File: src/rtl/hptt_pkg.sv
// ----------------------------------------------------------------------------
// hptt_pkg
// Shared constants, codes, control structs and hash for the hashed page
// translation table.
// ----------------------------------------------------------------------------
package hptt_pkg;

	localparam int ADDR_W           = 32;
	localparam int PAGE_OFFSET_BITS = 12;
	localparam int TAG_W            = ADDR_W - PAGE_OFFSET_BITS;
	// slot count, must be a power of two
	localparam int TABLE_ENTRIES    = 256;
	localparam int IDX_W            = $clog2(TABLE_ENTRIES);
	localparam int ENTRY_W          = TAG_W + ADDR_W;

	localparam logic       FUNC_LOOKUP = 1'b0;
	localparam logic       FUNC_INSERT = 1'b1;

	localparam logic [1:0] STATUS_OK   = 2'd0;
	localparam logic [1:0] STATUS_MISS = 2'd1;
	localparam logic [1:0] STATUS_FULL = 2'd2;

	// controller -> datapath
	typedef struct packed {
		logic load;     // capture the request
		logic hash;     // compute home slot, clear probe count
		logic read;     // registered read of the current slot
		logic advance;  // move to next slot
		logic finish;   // produce result, write on insert
	} hptt_cmd_t;

	// datapath -> controller
	typedef struct packed {
		logic slot_free;
		logic slot_match;
		logic last_probe;
	} hptt_sts_t;

	function automatic logic [63:0] mix64(input logic [63:0] x_in);
		logic [63:0] x;
		x = x_in;
		x = x ^ (x << 3);
		x = x ^ (x >> 10);
		x = x ^ (x << 6);
		x = x ^ (x << 20);
		x = x ^ (x >> 14);
		x = x ^ (x << 17);
		return x;
	endfunction

endpackage

File: src/rtl/hptt_ctrl.sv
// ----------------------------------------------------------------------------
// hptt_ctrl
// Sequencer: hash, then read/check per probe until a free slot, a tag match
// or a full pass ends the search.
// ----------------------------------------------------------------------------
module hptt_ctrl (
	input  logic               clk,
	input  logic               arst_n,
	input  logic               start,
	output logic               busy,
	output logic               done,
	input  hptt_pkg::hptt_sts_t sts,
	output hptt_pkg::hptt_cmd_t cmd
);
	import hptt_pkg::*;

	localparam logic [1:0] ST_IDLE  = 2'd0;
	localparam logic [1:0] ST_HASH  = 2'd1;
	localparam logic [1:0] ST_READ  = 2'd2;
	localparam logic [1:0] ST_CHECK = 2'd3;

	logic [1:0] state_q;
	logic [1:0] state_nxt;
	logic       stop;
	logic       done_q;

	assign stop = sts.slot_free | sts.slot_match | sts.last_probe;

	always_comb begin
		state_nxt   = state_q;
		cmd         = '0;
		case (state_q)
			ST_IDLE: begin
				if (start) begin
					cmd.load  = 1'b1;
					state_nxt = ST_HASH;
				end
			end
			ST_HASH: begin
				cmd.hash  = 1'b1;
				state_nxt = ST_READ;
			end
			ST_READ: begin
				cmd.read  = 1'b1;
				state_nxt = ST_CHECK;
			end
			ST_CHECK: begin
				if (stop) begin
					cmd.finish = 1'b1;
					state_nxt  = ST_IDLE;
				end else begin
					cmd.advance = 1'b1;
					state_nxt   = ST_READ;
				end
			end
			default: state_nxt = ST_IDLE;
		endcase
	end

	always_ff @(posedge clk or negedge arst_n) begin
		if (!arst_n) begin
			state_q <= ST_IDLE;
			done_q  <= 1'b0;
		end else begin
			state_q <= state_nxt;
			done_q  <= cmd.finish;
		end
	end

	assign busy = (state_q != ST_IDLE);
	assign done = done_q;

endmodule

File: config.mk
export PLATFORM = sky130hd
export DESIGN_NAME = hptt_ctrl
export DESIGN_NICKNAME = d
export VERILOG_FILES = /design/src/rtl/hptt_pkg.sv /design/src/rtl/hptt_ctrl.sv
export SDC_FILE = /design/constraint.sdc
export NUM_CORES = 1
export LEC_CHECK = 0
export ABC_AREA = 1
export BUFFER_PORTS_ARGS = -buffer_cell sky130_fd_sc_hd__buf_2
export CAP_MARGIN = 40
export CORE_AREA = 4 4 41 43
export DETAILED_ROUTE_END_ITERATION = 8
export DIE_AREA = 0 0 45 47
export PLACE_DENSITY_LB_ADDON = 0.12
export SETUP_SLACK_MARGIN = 0.1
export SLEW_MARGIN = 40
export SYNTH_ARGS = -nofsm -noshare
export SYNTH_HDL_FRONTEND = slang
export SYNTH_SLANG_ARGS = --single-unit
File: constraint.sdc
create_clock -name clk -period 1 [get_ports clk]
set_input_delay 0.1 -clock clk [delete_from_list [all_inputs] [get_ports clk]]
set_output_delay 0.1 -clock clk [all_outputs]
set_load 0.01 [all_outputs]
==> flow_metrics.tcl <==
set metrics [dict create \
    global_route_wire_length_before_repair_um 724 \
    timing.critical_path.fanout_max 4 \
    detail_route.vias_per_cell 3.33 \
    ys_top_cells_by_area "sky130_fd_sc_hd__dfrtp_1 52%, sky130_fd_sc_hd__inv_1 16%, sky130_fd_sc_hd__nor2_1 13%" \
    clock_skew_ps 0.981 \
    synth_area_per_cell_um2 7.26 \
    grt.total_usage 0.0522 \
    run_status "finished, violations left" \
    tritoncts "done" \
    final_cell_mix "12 x sky130_fd_sc_hd__buf_2, 5 x sky130_fd_sc_hd__inv_1, 3 x sky130_fd_sc_hd__nor2_1, 3 x sky130_fd_sc_hd__nor2_2, 3 x sky130_fd_sc_hd__clkbuf_4" \
    max_slew.worst_pin.slew_ps 158 \
    start_kind "flip-flop" \
    clkTransAtPathRegs_ps 30 \
    yosys_register_bits 3 \
    core-area_um2 1300 \
    number_of_cells_in_the_design_after_placement 47 \
    synthDominantAreaCellType "sky130_fd_sc_hd__dfrtp_1" \
    fin_crit_ps 1130 \
    detail_route.first_pass.iterations 2 \
    finalNetCount 47 \
    achievable-frequency_ghz 0.884 \
    die_height_um 47 \
    h-tree-depth 1 \
    routabilityCongestion 0.634 \
    slew_viol_final 0 \
    worstSetupPathType "flip-flop to output port" \
    power_density_nw_per_um2 3060 \
    final_layout_size_suffix_gt1_frac 0.625 \
    final_cell_count_no_fill 55 \
    design_area_um2 299 \
    post-route-worst-setup-slack_ps -131 \
    final-setup-viol-count 6 \
    boundaryPins 13 \
    initial_core_util 0.112 \
    max-cap-violations 0 \
    number_of_drc_markers_after_the_initial_detailed_route_iteration 2 \
    hold_depth 3 \
    die_x_um 45 \
    required_ps 900 \
    syn_nets 26 \
    number_of_global_route_vias_before_repair 169 \
    timing.final.hold_violations 0 \
    final_util 0.230 \
    total_die_area_um2 2120 \
    timing.critical_path.to_type "output port" \
    wl_per_cell_um 7.67 \
    vdd_ir_drop_max_v 0.000826 \
    max_slew_margin 0.894 \
    clock_tree.buffer_depth 2 \
    power_leakage_nw 0.174 \
    r2r_cells 3 \
    cts.root.buffer_cell "sky130_fd_sc_hd__clkbuf_4" \
    pin_count_of_the_biggest_net_entering_global_routing 5 \
    initial_antenna_violation_count 0 \
    violations "negative setup slack" \
    yosysTopAreaCellShare 0.517 \
    synthesis.area_um2 145 \
    critPathArrivalTime_ps 1030 \
    synthCells 20 \
    antennaDiodeCount 0 \
    grt_residual_overflow 0 \
    yosysSeqAreaShare 0.517 \
    port_buffers 12 \
    routed_wl_um 422 \
    final_common_cell "sky130_fd_sc_hd__buf_2" \
    rsz_0062_raised_after_global_routing "true" \
    vias 183 \
    fin_crit_sh 1.13 \
    clock_sink_count 3 \
    placed_inst_area_um2 224 \
    holdCritPathClass "primary input to flip-flop" \
    drcViolationCount 0 \
    area_growth_syn_to_layout_pct 106 \
    fp-row-count 13 \
    netlist-cell-type-count 6 \
    worst_skew_pair_latency_ps 230 \
    yosys_warnings 0 \
    cts_made_buffers 3 \
    number_of_nets_with_antenna_violations_after_detailed_routing 0 \
]
[final timing paths]
kind	startpoint	to	slack (ps)
min reg2reg	state_q[0]$_DFFE_PN0P_	state_q[0]$_DFFE_PN0P_	560
max	state_q[1]$_DFFE_PN0P_	cmd[4]	-130
min in group asynchronous	arst_n	state_q[0]$_DFFE_PN0P_	200
min	sts[0]	done$_DFF_PN0_	140
max in group asynchronous	arst_n	state_q[0]$_DFFE_PN0P_	680
max reg2reg	state_q[1]$_DFFE_PN0P_	state_q[1]$_DFFE_PN0P_	160
[state kept, by name, summed over array words and instances, names as in the netlist]
signal   flops
done         1
state_q      2
[cell type report]
| cell class | count | area [um^2] |
|---|---|---|
| well taps | 15 | 18.8 |
| clock buffers | 4 | 26.3 |
| flip-flops and latches | 3 | 76.3 |
| fillers | 160 | 1000 |
| repair buffers | 16 | 96.3 |
| multi-input cells | 11 | 58.8 |
| inverters | 6 | 22.5 |
[cell families after synthesis]
| logic type | share of synthesized area |
|---|---|
| DFF | 0.517 |
| and+or+nand+nor | 0.224 |
| AOI/OAI and AO/OA | 0.103 |
| buffers and inverters | 0.155 |
[repair_timing]
item,CTS,global route
pin swaps,4,2
endpoints found under the hold margin,3,0
endpoints found under the setup margin,6,6
resized for setup,3,4
setup buffers,2,1
hold buffers,1,0
[metal layers]
metal / vias up / GRT usage / part of all wire / wire, um
met5: - / 0 / 0 / 0
met3: 0 / 0.0651 / 0.18 / 77
met4: 0 / 0.0175 / 0 / 0
li1: 97 / - / - / -
met1: 74 / 0.0616 / 0.47 / 198
met2: 12 / 0.0537 / 0.35 / 146
[cells in the mapped netlist, drive strengths merged]
library cell / count
inv: 6
dfrtp: 3
nor2: 6
nand2: 2
a21oi: 3
[through the flow]
step                total power [mW]  setup TNS [ps]  worst slack (ps)  hold WS (ps)
global placement               0.565               0              67.3          -103
floorplan                      0.416               0               163          -196
finish                         0.915            -482              -131           140
global route                    1.01            -927              -214           144
detailed placement             0.562               0              67.5         -99.0
CTS                            0.874            -541              -140           132
[power by group]
| part | internal, mW | switching [mW] |
|---|---|---|
| registers | 0.187 | 0.0601 |
| clock network | 0.149 | 0.0589 |
| logic | 0.231 | 0.228 |
[critical path, stage by stage, from the launching register on]
cell and delay, ps:
sky130_fd_sc_hd__dfrtp_1 410, sky130_fd_sc_hd__nor2_2 160, sky130_fd_sc_hd__inv_2 50, sky130_fd_sc_hd__nor2_2 60
sky130_fd_sc_hd__buf_2 120
Note: power is estimated with default switching activity, not from simulation.
